`config.mk`:
```
export PLATFORM = sky130hd
export DESIGN_NAME = note_to_controller_ramp_flat
export DESIGN_NICKNAME = d
export VERILOG_FILES = /design/src/rtl/core/nccr_pkg.sv /design/src/rtl/core/nccr_if.sv /design/src/rtl/core/nccr_front.sv /design/src/rtl/core/nccr_div.sv /design/src/rtl/core/nccr_back.sv /design/src/rtl/core/note_to_controller_ramp.sv /design/src/flat_wrapper.sv
export SDC_FILE = /design/constraint.sdc
export NUM_CORES = 2
export LEC_CHECK = 0
export BUFFER_PORTS_ARGS = -buffer_cell sky130_fd_sc_hd__buf_2
export CAP_MARGIN = 20
export CORE_MARGIN = 10
export CORE_UTILIZATION = 45
export DETAILED_ROUTE_END_ITERATION = 16
export GPL_ROUTABILITY_DRIVEN = 0
export GPL_TIMING_DRIVEN = 0
export SLEW_MARGIN = 20
export SYNTH_ARGS = -nofsm -noshare
export SYNTH_HDL_FRONTEND = slang
export SYNTH_HIERARCHICAL = 1
export SYNTH_SLANG_ARGS = --single-unit
```
`constraint.sdc`:
```
create_clock -name i_clk -period 14.9 [get_ports i_clk]
set_clock_uncertainty 0.2 [all_clocks]
set_input_delay 2.235 -clock i_clk [delete_from_list [all_inputs] [get_ports i_clk]]
set_output_delay 2.235 -clock i_clk [all_outputs]
set_load 0.005 [all_outputs]
```
`src/rtl/core/nccr_pkg.sv`:
```
`timescale 1ns / 1ps
`default_nettype none
package nccr_pkg;
    localparam int VEL_W  = 7;
    localparam int TIME_W = 32;
    localparam int OUT_W  = 34;
    localparam int LEN_W  = 24;
    localparam int DEN_W  = 9;
    localparam int CFG_IDX_W = 3;
    localparam int CFG_DATA_W = 24;
    localparam logic [VEL_W-1:0] VEL_MAX = 7'd127;

    localparam logic [CFG_IDX_W-1:0] REG_CC_NUMBER = 3'd0;
    localparam logic [CFG_IDX_W-1:0] REG_INIT_VAL  = 3'd1;
    localparam logic [CFG_IDX_W-1:0] REG_DENSITY   = 3'd2;
    localparam logic [CFG_IDX_W-1:0] REG_ATTACK    = 3'd3;
    localparam logic [CFG_IDX_W-1:0] REG_DECAY     = 3'd4;

    localparam logic [DEN_W-1:0] DENSITY_RST = 9'd21;
    localparam logic [LEN_W-1:0] ATTACK_RST  = 24'd96;
    localparam logic [LEN_W-1:0] DECAY_RST   = 24'd192;
    localparam logic [VEL_W-1:0] CC_RST      = 7'd7;

    typedef struct packed {
        logic [VEL_W-1:0]  vel;
        logic [TIME_W-1:0] start;
        logic [TIME_W-1:0] len;
    } t_note;

    typedef enum logic [3:0] {
        S_IDLE, S_HEAD, S_ATK_SKIP, S_ATK_PT, S_ATK_DIV, S_VEL,
        S_DCY_PT, S_DCY_DIV, S_TAIL, S_EMIT
    } t_state;

    typedef enum logic [1:0] {
        P_HEAD, P_ATK, P_DCY, P_OTHER
    } t_phase;
endpackage
`default_nettype wire

```
`src/rtl/core/nccr_if.sv`:
```
`timescale 1ns / 1ps
`default_nettype none
interface nccr_note_if;
    logic             valid;
    logic             ready;
    nccr_pkg::t_note  note_payload;
    modport source (output valid, output note_payload, input ready);
    modport sink (input valid, input note_payload, output ready);
endinterface

interface nccr_cc_if;
    logic                           valid;
    logic                           ready;
    logic [nccr_pkg::VEL_W-1:0]     cc_number;
    logic [nccr_pkg::VEL_W-1:0]     cc_value;
    logic [nccr_pkg::OUT_W-1:0]     cc_time;
    logic                           last_event;
    logic                           ramp_truncated;
    modport source (output valid, output cc_number, output cc_value, output cc_time,
                    output last_event, output ramp_truncated, input ready);
    modport sink (input valid, input cc_number, input cc_value, input cc_time,
                  input last_event, input ramp_truncated, output ready);
endinterface

interface nccr_cfg_if;
    logic                                valid;
    logic                                ready;
    logic [nccr_pkg::CFG_IDX_W-1:0]      index;
    logic [nccr_pkg::CFG_DATA_W-1:0]     data;
    modport source (output valid, output index, output data, input ready);
    modport sink (input valid, input index, input data, output ready);
endinterface
`default_nettype wire

```
`src/rtl/core/nccr_front.sv`:
```
`timescale 1ns / 1ps
`default_nettype none
// two-entry note queue
module nccr_front (
    input  wire                  i_clk,
    input  wire                  i_rst_n,
    input  wire                  i_valid,
    output logic                 o_ready,
    input  nccr_pkg::t_note      i_note,
    output logic                 o_valid,
    input  wire                  i_ready,
    output nccr_pkg::t_note      o_note
);
    nccr_pkg::t_note r_q [2];
    logic            r_wp, r_rp;
    logic [1:0]      r_cnt;
    logic            w_push, w_pop;

    assign o_ready = (r_cnt != 2'd2);
    assign o_valid = (r_cnt != 2'd0);
    assign o_note  = r_q[r_rp];
    assign w_push  = i_valid && o_ready;
    assign w_pop   = o_valid && i_ready;

    always_ff @(posedge i_clk) begin
        if (w_push) begin
            r_q[r_wp] <= i_note;
        end
        if (!i_rst_n) begin
            r_wp  <= 1'b0;
            r_rp  <= 1'b0;
            r_cnt <= 2'd0;
        end else begin
            if (w_push) r_wp <= ~r_wp;
            if (w_pop)  r_rp <= ~r_rp;
            r_cnt <= r_cnt + {1'b0, w_push} - {1'b0, w_pop};
        end
    end
endmodule
`default_nettype wire

```
`src/rtl/core/nccr_div.sv`:
```
`timescale 1ns / 1ps
`default_nettype none
// restoring divider, one quotient bit per cycle; quotient saturates sanely for range*k/len
module nccr_div (
    input  wire          i_clk,
    input  wire          i_rst_n,
    input  wire          i_start,
    input  wire  [31:0]  i_num,
    input  wire  [23:0]  i_den,
    output logic         o_done,
    output logic [31:0]  o_quo
);
    logic [31:0] r_num;
    logic [24:0] r_rem;
    logic [5:0]  r_cnt;
    logic        r_busy;
    logic [24:0] w_sh;
    logic [25:0] w_sub;

    assign w_sh  = {r_rem[23:0], r_num[31]};
    assign w_sub = {1'b0, w_sh} - {2'b0, i_den};
    assign o_quo = r_num;

    always_ff @(posedge i_clk) begin
        if (!i_rst_n) begin
            r_busy <= 1'b0;
            o_done <= 1'b0;
            r_cnt  <= '0;
        end else begin
            o_done <= 1'b0;
            if (i_start) begin
                r_busy <= 1'b1;
                r_num  <= i_num;
                r_rem  <= '0;
                r_cnt  <= 6'd32;
            end else if (r_busy) begin
                if (!w_sub[25]) begin
                    r_rem <= w_sub[24:0];
                    r_num <= {r_num[30:0], 1'b1};
                end else begin
                    r_rem <= w_sh;
                    r_num <= {r_num[30:0], 1'b0};
                end
                r_cnt <= r_cnt - 6'd1;
                if (r_cnt == 6'd1) begin
                    r_busy <= 1'b0;
                    o_done <= 1'b1;
                end
            end
        end
    end
endmodule
`default_nettype wire

```
`src/rtl/core/nccr_back.sv`:
```
`timescale 1ns / 1ps
`default_nettype none
module nccr_back #(
    parameter int MAX_RAMP_POINTS = 30
) (
    input  wire                       i_clk,
    input  wire                       i_rst_n,
    input  wire                       i_valid,
    output logic                      o_ready,
    input  nccr_pkg::t_note           i_note,
    input  wire  [6:0]                i_init,
    input  wire  [8:0]                i_density,
    input  wire  [23:0]               i_atk,
    input  wire  [23:0]               i_dcy,
    output logic                      o_valid,
    input  wire                       i_ready,
    output logic [6:0]                o_value,
    output logic [33:0]               o_time,
    output logic                      o_last,
    output logic                      o_trunc
);
    localparam int PW = $clog2(MAX_RAMP_POINTS + 1);

    nccr_pkg::t_state r_state, n_state;
    nccr_pkg::t_note  r_note;
    logic [12:0] r_step;
    logic [24:0] r_k;
    logic [PW-1:0] r_pts;
    logic          r_trunc;
    logic [6:0]    r_range;
    logic          r_up;
    logic          w_dstart, w_ddone;
    logic [31:0]   w_quo;
    logic [24:0]   w_num_k;
    logic [23:0]   w_den;
    logic [31:0]   w_prod;
    logic [8:0]    w_vsum;
    logic [6:0]    w_rv;
    logic          r_eq;
    logic [32:0]   w_end;
    logic [12:0]   w_step;
    logic [24:0]   w_lim;
    logic          w_skip;
    logic          r_up_phase;
    logic          r_hold;

    assign w_end   = {1'b0, r_note.start} + {1'b0, r_note.len};
    assign w_num_k = r_k;
    assign w_prod  = 32'(w_num_k) * 32'(r_range);
    assign w_den   = (r_state == nccr_pkg::S_ATK_DIV) ? i_atk : i_dcy;
    assign o_ready = (r_state == nccr_pkg::S_IDLE);
    assign w_step  = 13'((i_density == 9'd0 ? 9'd1 : i_density)) * 13'd10;
    assign w_lim   = 25'(r_step) * 25'(MAX_RAMP_POINTS);
    assign w_skip  = (r_k != 25'd0) && !(r_k <= {1'b0, r_note.start[23:0]} ||
                                         r_note.start[31:24] != 8'd0);

    nccr_div u_div (
        .i_clk(i_clk), .i_rst_n(i_rst_n), .i_start(w_dstart),
        .i_num(w_prod), .i_den(w_den), .o_done(w_ddone), .o_quo(w_quo)
    );

    // ramp value from quotient; quotient <= range so no overflow beyond 8 bits
    always_comb begin
        w_vsum = 9'd0;
        w_rv = i_init;
        if (!r_eq) begin
            if (r_up) begin
                w_vsum = {2'b0, r_note.vel} - w_quo[8:0];
                w_rv = w_vsum[8] ? 7'd0 : w_vsum[6:0];
            end else begin
                w_vsum = {2'b0, r_note.vel} + w_quo[8:0];
                w_rv = (w_vsum > 9'd127) ? nccr_pkg::VEL_MAX : w_vsum[6:0];
            end
        end
    end

    always_ff @(posedge i_clk) begin
        if (!i_rst_n) r_state <= nccr_pkg::S_IDLE;
        else          r_state <= n_state;
    end

    always_comb begin
        n_state = r_state;
        w_dstart = 1'b0;
        unique case (r_state)
            nccr_pkg::S_IDLE:     if (i_valid) n_state = nccr_pkg::S_ATK_SKIP;
            nccr_pkg::S_ATK_SKIP: if (!w_skip) n_state = nccr_pkg::S_HEAD;
            nccr_pkg::S_HEAD:     if (o_valid && i_ready) n_state = nccr_pkg::S_ATK_PT;
            nccr_pkg::S_ATK_PT: begin
                if (r_k == 25'd0) n_state = nccr_pkg::S_VEL;
                else if (r_pts == PW'(MAX_RAMP_POINTS)) n_state = nccr_pkg::S_VEL;
                else begin
                    w_dstart = 1'b1;
                    n_state = nccr_pkg::S_ATK_DIV;
                end
            end
            nccr_pkg::S_ATK_DIV: if (w_ddone) n_state = nccr_pkg::S_EMIT;
            nccr_pkg::S_VEL:     if (o_valid && i_ready) n_state = nccr_pkg::S_DCY_PT;
            nccr_pkg::S_DCY_PT: begin
                if (r_k >= {1'b0, i_dcy}) n_state = nccr_pkg::S_TAIL;
                else if (r_pts == PW'(MAX_RAMP_POINTS)) n_state = nccr_pkg::S_TAIL;
                else begin
                    w_dstart = 1'b1;
                    n_state = nccr_pkg::S_DCY_DIV;
                end
            end
            nccr_pkg::S_DCY_DIV: if (w_ddone) n_state = nccr_pkg::S_EMIT;
            nccr_pkg::S_EMIT: begin
                if (o_valid && i_ready)
                    n_state = r_up_phase ? nccr_pkg::S_ATK_PT : nccr_pkg::S_DCY_PT;
            end
            nccr_pkg::S_TAIL:    if (o_valid && i_ready) n_state = nccr_pkg::S_IDLE;
            default:             n_state = nccr_pkg::S_IDLE;
        endcase
    end

    always_ff @(posedge i_clk) begin
        if (!i_rst_n) begin
            o_valid <= 1'b0;
            r_hold  <= 1'b0;
        end else begin
            if (o_valid && i_ready) o_valid <= 1'b0;
            unique case (r_state)
                nccr_pkg::S_IDLE: if (i_valid) begin
                    r_note  <= i_note;
                    r_step  <= w_step;
                    r_k     <= ({1'b0, i_atk} > {12'b0, w_step}) ?
                               {1'b0, i_atk} - {12'b0, w_step} : 25'd0;
                    r_eq    <= (i_note.vel == i_init);
                    r_up    <= (i_init < i_note.vel);
                    r_range <= (i_init < i_note.vel) ? i_note.vel - i_init
                                                     : i_init - i_note.vel;
                    r_trunc <= 1'b0;
                end
                nccr_pkg::S_ATK_SKIP: begin
                    if (w_skip)
                        r_k <= (r_k > {12'b0, r_step}) ? r_k - {12'b0, r_step} : 25'd0;
                    else
                        r_trunc <= (r_k > w_lim) || ({1'b0, i_dcy} > w_lim);
                end
                nccr_pkg::S_HEAD: begin
                    if (!r_hold) begin
                        o_valid <= 1'b1;
                        o_value <= i_init;
                        o_time  <= (r_note.start > {8'b0, i_atk}) ?
                                   {2'b0, r_note.start - {8'b0, i_atk}} : 34'd0;
                        o_last  <= 1'b0;
                        r_hold  <= 1'b1;
                    end else if (i_ready) begin
                        r_hold <= 1'b0;
                        r_pts  <= '0;
                    end
                end
                nccr_pkg::S_ATK_PT: r_up_phase <= 1'b1;
                nccr_pkg::S_DCY_PT: r_up_phase <= 1'b0;
                nccr_pkg::S_ATK_DIV: if (w_ddone) begin
                    o_valid <= 1'b1;
                    o_value <= w_rv;
                    o_time  <= {2'b0, r_note.start - {7'b0, r_k}};
                    o_last  <= 1'b0;
                    r_pts   <= r_pts + PW'(1);
                    r_k     <= (r_k > {12'b0, r_step}) ? r_k - {12'b0, r_step} : 25'd0;
                end
                nccr_pkg::S_DCY_DIV: if (w_ddone) begin
                    o_valid <= 1'b1;
                    o_value <= w_rv;
                    o_time  <= {1'b0, w_end} + {9'b0, r_k};
                    o_last  <= 1'b0;
                    r_pts   <= r_pts + PW'(1);
                    r_k     <= r_k + {12'b0, r_step};
                end
                nccr_pkg::S_VEL: begin
                    if (!r_hold) begin
                        o_valid <= 1'b1;
                        o_value <= r_note.vel;
                        o_time  <= {2'b0, r_note.start};
                        o_last  <= 1'b0;
                        r_hold  <= 1'b1;
                    end else if (i_ready) begin
                        r_hold <= 1'b0;
                        r_k <= '0;
                        r_pts <= '0;
                    end
                end
                nccr_pkg::S_TAIL: begin
                    if (!r_hold) begin
                        o_valid <= 1'b1;
                        o_value <= i_init;
                        o_time  <= {1'b0, w_end} + {10'b0, i_dcy};
                        o_last  <= 1'b1;
                        r_hold  <= 1'b1;
                    end else if (i_ready) begin
                        r_hold <= 1'b0;
                    end
                end
                default: ;
            endcase
        end
    end

    assign o_trunc = r_trunc;
endmodule
`default_nettype wire

```
`src/rtl/core/note_to_controller_ramp.sv`:
```
`timescale 1ns / 1ps
`default_nettype none
// Note to controller ramp.
// Channels: note input (velocity, start, length), controller event output,
// and a configuration write channel (index 0..4: controller number, initial
// value, density, attack length, decay length; other indexes ignored).
// Each note yields 3 to 2*MAX_RAMP_POINTS+3 events, last_event on the final one.
// Each ramp point waits on the serial 32-bit divider; head, velocity and tail
// events need no division. Attack points beyond the start time are skipped
// one step per cycle before the head event.
// A two-entry note queue decouples note intake from event generation.
// ramp_truncated is valid on every event of each series.
// Reset (synchronous, active low) restores register defaults and empties
// the queue. A stalled receiver holds the current event; generation waits.
module note_to_controller_ramp #(
    parameter int MAX_RAMP_POINTS = 30
) (
    input  wire              i_clk,
    input  wire              i_rst_n,
    nccr_note_if.sink        i_note,
    nccr_cfg_if.sink         i_cfg,
    nccr_cc_if.source        o_cc
);
    logic [6:0]  r_cc_num, r_init;
    logic [8:0]  r_density;
    logic [23:0] r_atk, r_dcy;
    logic        w_qv, w_qr;
    nccr_pkg::t_note w_qn;

    assign i_cfg.ready = 1'b1;
    always_ff @(posedge i_clk) begin
        if (!i_rst_n) begin
            r_cc_num  <= nccr_pkg::CC_RST;
            r_init    <= '0;
            r_density <= nccr_pkg::DENSITY_RST;
            r_atk     <= nccr_pkg::ATTACK_RST;
            r_dcy     <= nccr_pkg::DECAY_RST;
        end else if (i_cfg.valid) begin
            unique case (i_cfg.index)
                nccr_pkg::REG_CC_NUMBER: r_cc_num  <= i_cfg.data[6:0];
                nccr_pkg::REG_INIT_VAL:  r_init    <= i_cfg.data[6:0];
                nccr_pkg::REG_DENSITY:   r_density <= i_cfg.data[8:0];
                nccr_pkg::REG_ATTACK:    r_atk     <= i_cfg.data;
                nccr_pkg::REG_DECAY:     r_dcy     <= i_cfg.data;
                default: ;
            endcase
        end
    end

    nccr_front u_front (
        .i_clk(i_clk), .i_rst_n(i_rst_n),
        .i_valid(i_note.valid), .o_ready(i_note.ready), .i_note(i_note.note_payload),
        .o_valid(w_qv), .i_ready(w_qr), .o_note(w_qn)
    );

    nccr_back #(.MAX_RAMP_POINTS(MAX_RAMP_POINTS)) u_back (
        .i_clk(i_clk), .i_rst_n(i_rst_n),
        .i_valid(w_qv), .o_ready(w_qr), .i_note(w_qn),
        .i_init(r_init), .i_density(r_density), .i_atk(r_atk), .i_dcy(r_dcy),
        .o_valid(o_cc.valid), .i_ready(o_cc.ready),
        .o_value(o_cc.cc_value), .o_time(o_cc.cc_time),
        .o_last(o_cc.last_event), .o_trunc(o_cc.ramp_truncated)
    );

    assign o_cc.cc_number = r_cc_num;
endmodule
`default_nettype wire

```
`src/flat_wrapper.sv`:
```
// flat-port wrapper written by rule: the top's interface ports become plain ports
module note_to_controller_ramp_flat 
#(
    parameter int MAX_RAMP_POINTS = 30
)
  (i_clk, i_rst_n, i_note_valid, i_note_note_payload, i_note_ready, i_cfg_valid, i_cfg_index, i_cfg_data, i_cfg_ready, o_cc_valid, o_cc_cc_number, o_cc_cc_value, o_cc_cc_time, o_cc_last_event, o_cc_ramp_truncated, o_cc_ready);
  nccr_note_if i_note_i ();
  nccr_cfg_if i_cfg_i ();
  nccr_cc_if o_cc_i ();
  input  wire i_clk;
  input  wire i_rst_n;
  input wire logic [$bits(i_note_i.valid)-1:0] i_note_valid;
  input wire logic [$bits(i_note_i.note_payload)-1:0] i_note_note_payload;
  output wire logic [$bits(i_note_i.ready)-1:0] i_note_ready;
  input wire logic [$bits(i_cfg_i.valid)-1:0] i_cfg_valid;
  input wire logic [$bits(i_cfg_i.index)-1:0] i_cfg_index;
  input wire logic [$bits(i_cfg_i.data)-1:0] i_cfg_data;
  output wire logic [$bits(i_cfg_i.ready)-1:0] i_cfg_ready;
  output wire logic [$bits(o_cc_i.valid)-1:0] o_cc_valid;
  output wire logic [$bits(o_cc_i.cc_number)-1:0] o_cc_cc_number;
  output wire logic [$bits(o_cc_i.cc_value)-1:0] o_cc_cc_value;
  output wire logic [$bits(o_cc_i.cc_time)-1:0] o_cc_cc_time;
  output wire logic [$bits(o_cc_i.last_event)-1:0] o_cc_last_event;
  output wire logic [$bits(o_cc_i.ramp_truncated)-1:0] o_cc_ramp_truncated;
  input wire logic [$bits(o_cc_i.ready)-1:0] o_cc_ready;
  assign i_note_i.valid = i_note_valid;
  assign i_note_i.note_payload = i_note_note_payload;
  assign i_note_ready = i_note_i.ready;
  assign i_cfg_i.valid = i_cfg_valid;
  assign i_cfg_i.index = i_cfg_index;
  assign i_cfg_i.data = i_cfg_data;
  assign i_cfg_ready = i_cfg_i.ready;
  assign o_cc_valid = o_cc_i.valid;
  assign o_cc_cc_number = o_cc_i.cc_number;
  assign o_cc_cc_value = o_cc_i.cc_value;
  assign o_cc_cc_time = o_cc_i.cc_time;
  assign o_cc_last_event = o_cc_i.last_event;
  assign o_cc_ramp_truncated = o_cc_i.ramp_truncated;
  assign o_cc_i.ready = o_cc_ready;
  note_to_controller_ramp #(.MAX_RAMP_POINTS(MAX_RAMP_POINTS)) u_core (.i_clk(i_clk), .i_rst_n(i_rst_n), .i_note(i_note_i), .i_cfg(i_cfg_i), .o_cc(o_cc_i));
endmodule
```
==> metrics.txt <==
outcome=finished clean; vias in the first global route=approximately 30k; Yosys cell types=102; share of layout cells above drive strength 1=between 10% and 20%; asr flop ratio synth=0%; Crit. End Element=flip-flop; RR Startpoint=u_core/u_back/r_k[2]; routed len/inst=21.5 µm; initial core utilization=45.4%; Final Setup Violations=0; Die Wd=roughly 310 µm; fmax=146 MHz; fin crit share=45.8%; MaxCap Viol Count=0; root buffer cell=clkbuf_16; nature of the critical path startpoint=flip-flop; sequential element share of the synthesized area=about a third; area of the die=about 97000 µm²; Max Slew Vio Count=0; DRC Markers=0; Hold Fails Final Rpt=0; CTS Hold Buffers Added=0; global route overflow=0; final WL=115000 µm; Yosys reg bits=454; Routed Antenna Nets=0; slowest stage cell, crit path=clkbuf_1; Reg-to-Reg End=u_core/u_back/u_div/o_quo[30]; R2R depth=20; worst slack, placed=around 8 ns; crit path time final=6.83 ns; number of port buffers=154; Worst-path clk slew=0.06 ns; postcts setup bufs=0; hold slack final=0.264 ns; Site Rows=approximately 110; Post-Layout Inst Area=42200 µm²; DPL Wire Length=92400 µm; Clock Latency Late Sink=a little over 0.6 ns; post-synthesis instance area=around 38000 µm²; Total Nets Final=4777; PnR worst setup slack=8.07 ns; Syn Inst Count=3966; via count=30.5k; worst endpoint data arrival time=about 7.0 ns; Detailed Route Iter0 Violations=2442; H-tree Lvls=2; PwrDens=roughly 240 nW/µm²; RSZ-0062 raised after global routing=no; first-pass GRT wire length=177000 µm; peak supply drop=0.209 mV; Ports=156; Setup Crit Path Kind=reg -> reg; Vias/cell=5.69; core area=83800 µm²; Worst-Margin Slew=~1.1 ns; reg2reg setup slack=8.07 ns; Post-synth top flop=edfxtp_1; commonest non-fill, non-tap cell in the layout=inv_1; Resize count post-CTS=0; crit path to=u_core/u_back/u_div/o_quo[30]; Syn Area/Cell=around 9.6 µm²; most frequent cells in the layout=inv_1 (422), nand2_1 (407), edfxtp_1 (364); TritonCTS clock tree=done; Die Span Y=311 µm; Post-DP Area=40500 µm²; Leakage=about 18 nW; Critical Path Max Stage Delay=0.61 ns; Ant. Diodes=0; TritonCTS Sinks=454; GRT Overall Usage=23.1%; largest net degree at the start of global routing=59; Hold Path Class=reg -> reg; detailed-router iteration count before antenna repair=6; Post-synth EDFFs=approximately 360; Clock Path Buffers=3; relative slew slack=24.0%; crit-path most repeated cell=fa_1; Setup TNS=0 ns; Crit path required time=15.05 ns; worst-path maximum fanout=9; CTS Buf Count=50; Post-Syn Nets=4563; Area Growth Syn to Fin=10.8%; Yosys Warn Count=6; initial antenna violation count=0; critical path launch point=u_core/u_back/r_k[2]; Critical Path, Cell by Cell=clkbuf_1 > and2_1 > fa_1 > fa_1 > fa_1 > inv_1 > fa_1 > inv_1 > ha_1 > a21o_1 > a2111oi_0 > o21ai_0 > a31o_2 > and4b_1 > nor3_1 > nor2_1 > a211oi_1 > o21ai_0 > xor2_1 > mux2_2
[kinds of logic after synthesis]
logic type	synth area share, %
and+or+nand+nor	14.3
AOI/OAI and AO/OA	16.3
buffers and inverters	6.15
adders and majority gates	19.4
DFF	33.4
muxes	6.09
xor gates and xnor gates	4.33
other	0.00985
[layout make-up]
type / instances / area (µm²)
clock inverter: 26 / 213
buffer: 146 / 749
timing repair buffer: 162 / 991
clock buffer: 68 / 1440
sequential: 454 / 12700
tap: 1134 / 1420
multi-input combinational: 2942 / 23000
inverter: 424 / 1590
fill: 7957 / 41600
[worst min path at each step]
stage / from / end / cells past startpoint
5_1_grt: u_core/o_cc.cc_number[3] / u_core/o_cc.cc_number[3] / 2
4_1_cts: u_core/r_atk[19] / u_core/r_atk[19] / 2
6_report: u_core/o_cc.cc_number[6] / u_core/o_cc.cc_number[6] / 2
2_1_floorplan: u_core/r_atk[19] / u_core/r_atk[19] / 2
3_3_place_gp: u_core/o_cc.cc_number[4] / u_core/o_cc.cc_number[4] / 2
3_5_place_dp: u_core/r_atk[19] / u_core/r_atk[19] / 2
[cell usage after synthesis, drive strengths merged, types with 10 or more instances]
| cell | instances | share of area, % |
|---|---|---|
| clkbuf | 108 | 1.1 |
| o211ai | 23 | 0.45 |
| a21o | 100 | 2.0 |
| xor2 | 67 | 1.5 |
| nor2 | 192 | 1.9 |
| mux2 | 106 | 3.8 |
| nand3 | 67 | 0.88 |
| a21oi | 253 | 3.4 |
| nand3b | 10 | 0.21 |
| o31ai | 14 | 0.29 |
| a211oi | 46 | 0.92 |
| nand2 | 407 | 4.0 |
| and3 | 35 | 0.58 |
| mux2i | 86 | 2.3 |
| o21bai | 32 | 0.63 |
| ha | 346 | 11 |
| a221oi | 20 | 0.49 |
| o22ai | 34 | 0.56 |
| fa | 148 | 7.8 |
| buf | 38 | 0.90 |
| a31oi | 24 | 0.39 |
| a222oi | 10 | 0.26 |
| a211o | 12 | 0.28 |
| xnor2 | 121 | 2.8 |
| nand4 | 36 | 0.59 |
| nand2b | 52 | 0.85 |
| or3 | 19 | 0.31 |
| o221ai | 16 | 0.38 |
| edfxtp | 364 | 29 |
| o21a | 37 | 0.73 |
| and2 | 107 | 1.8 |
| inv | 422 | 4.2 |
| nor3 | 59 | 0.80 |
| a22oi | 12 | 0.24 |
| dfxtp | 90 | 4.7 |
| nor4 | 22 | 0.36 |
| nor2b | 61 | 1.0 |
| o21ai | 211 | 2.8 |
[stage by stage]
stage / cells / util, % / power (W)
6_report: 5356 / 50.3 / 0.0102
2_1_floorplan: 3966 / - / 0.00718
3_5_place_dp: 5262 / 48.3 / 0.00886
5_1_grt: 5356 / 50.3 / 0.0112
3_3_place_gp: 5254 / 48.0 / 0.00879
4_1_cts: 5356 / 50.3 / 0.0102
[flip-flops by register name (all words and copies together), names as in the netlist, 7 cells and up, named ones only]
signal                     flops
u_core/u_back/r_range          7
u_core/r_init                  7
u_core/u_back/r_k             25
u_core/u_back/u_div/o_quo     32
u_core/u_back/o_time          34
u_core/r_density               9
u_core/r_atk                  24
u_core/u_back/r_note          71
u_core/o_cc.cc_number          7
u_core/u_back/o_value          7
u_core/u_back/r_step          12
u_core/u_front/r_q           142
u_core/r_dcy                  24
u_core/u_back/u_div/r_rem     24
[worst max-delay path: cells and delay by family (launching register included)]
family | cells | cell delay [ns]
adder cells (fa/ha/maj) | 5 | 2.31
AO/OA/AOI/OAI | 6 | 1.54
AND/OR/NAND/NOR | 4 | 0.84
buffers and inverters | 3 | 0.71
flip-flops | 1 | 0.54
multiplexers | 1 | 0.26
XOR/XNOR | 1 | 0.16
[per-layer routing]
layer,GRT usage [%],wire (µm),vias up
met5,0,0,-
met4,9.85,5650,0
met3,3.43,7640,218
met2,36.8,51100,1019
met1,31.1,50600,14694
li1,-,-,14564
[where the power goes]
group	internal (W)	leakage, nW	switching [W]
Clock	0.000716	0.816	0.000530
Combinational	0.00296	12.9	0.00409
Sequential	0.00168	4.08	0.000205
Total	0.00536	17.8	0.00483
(Power assumes the default switching activity.)
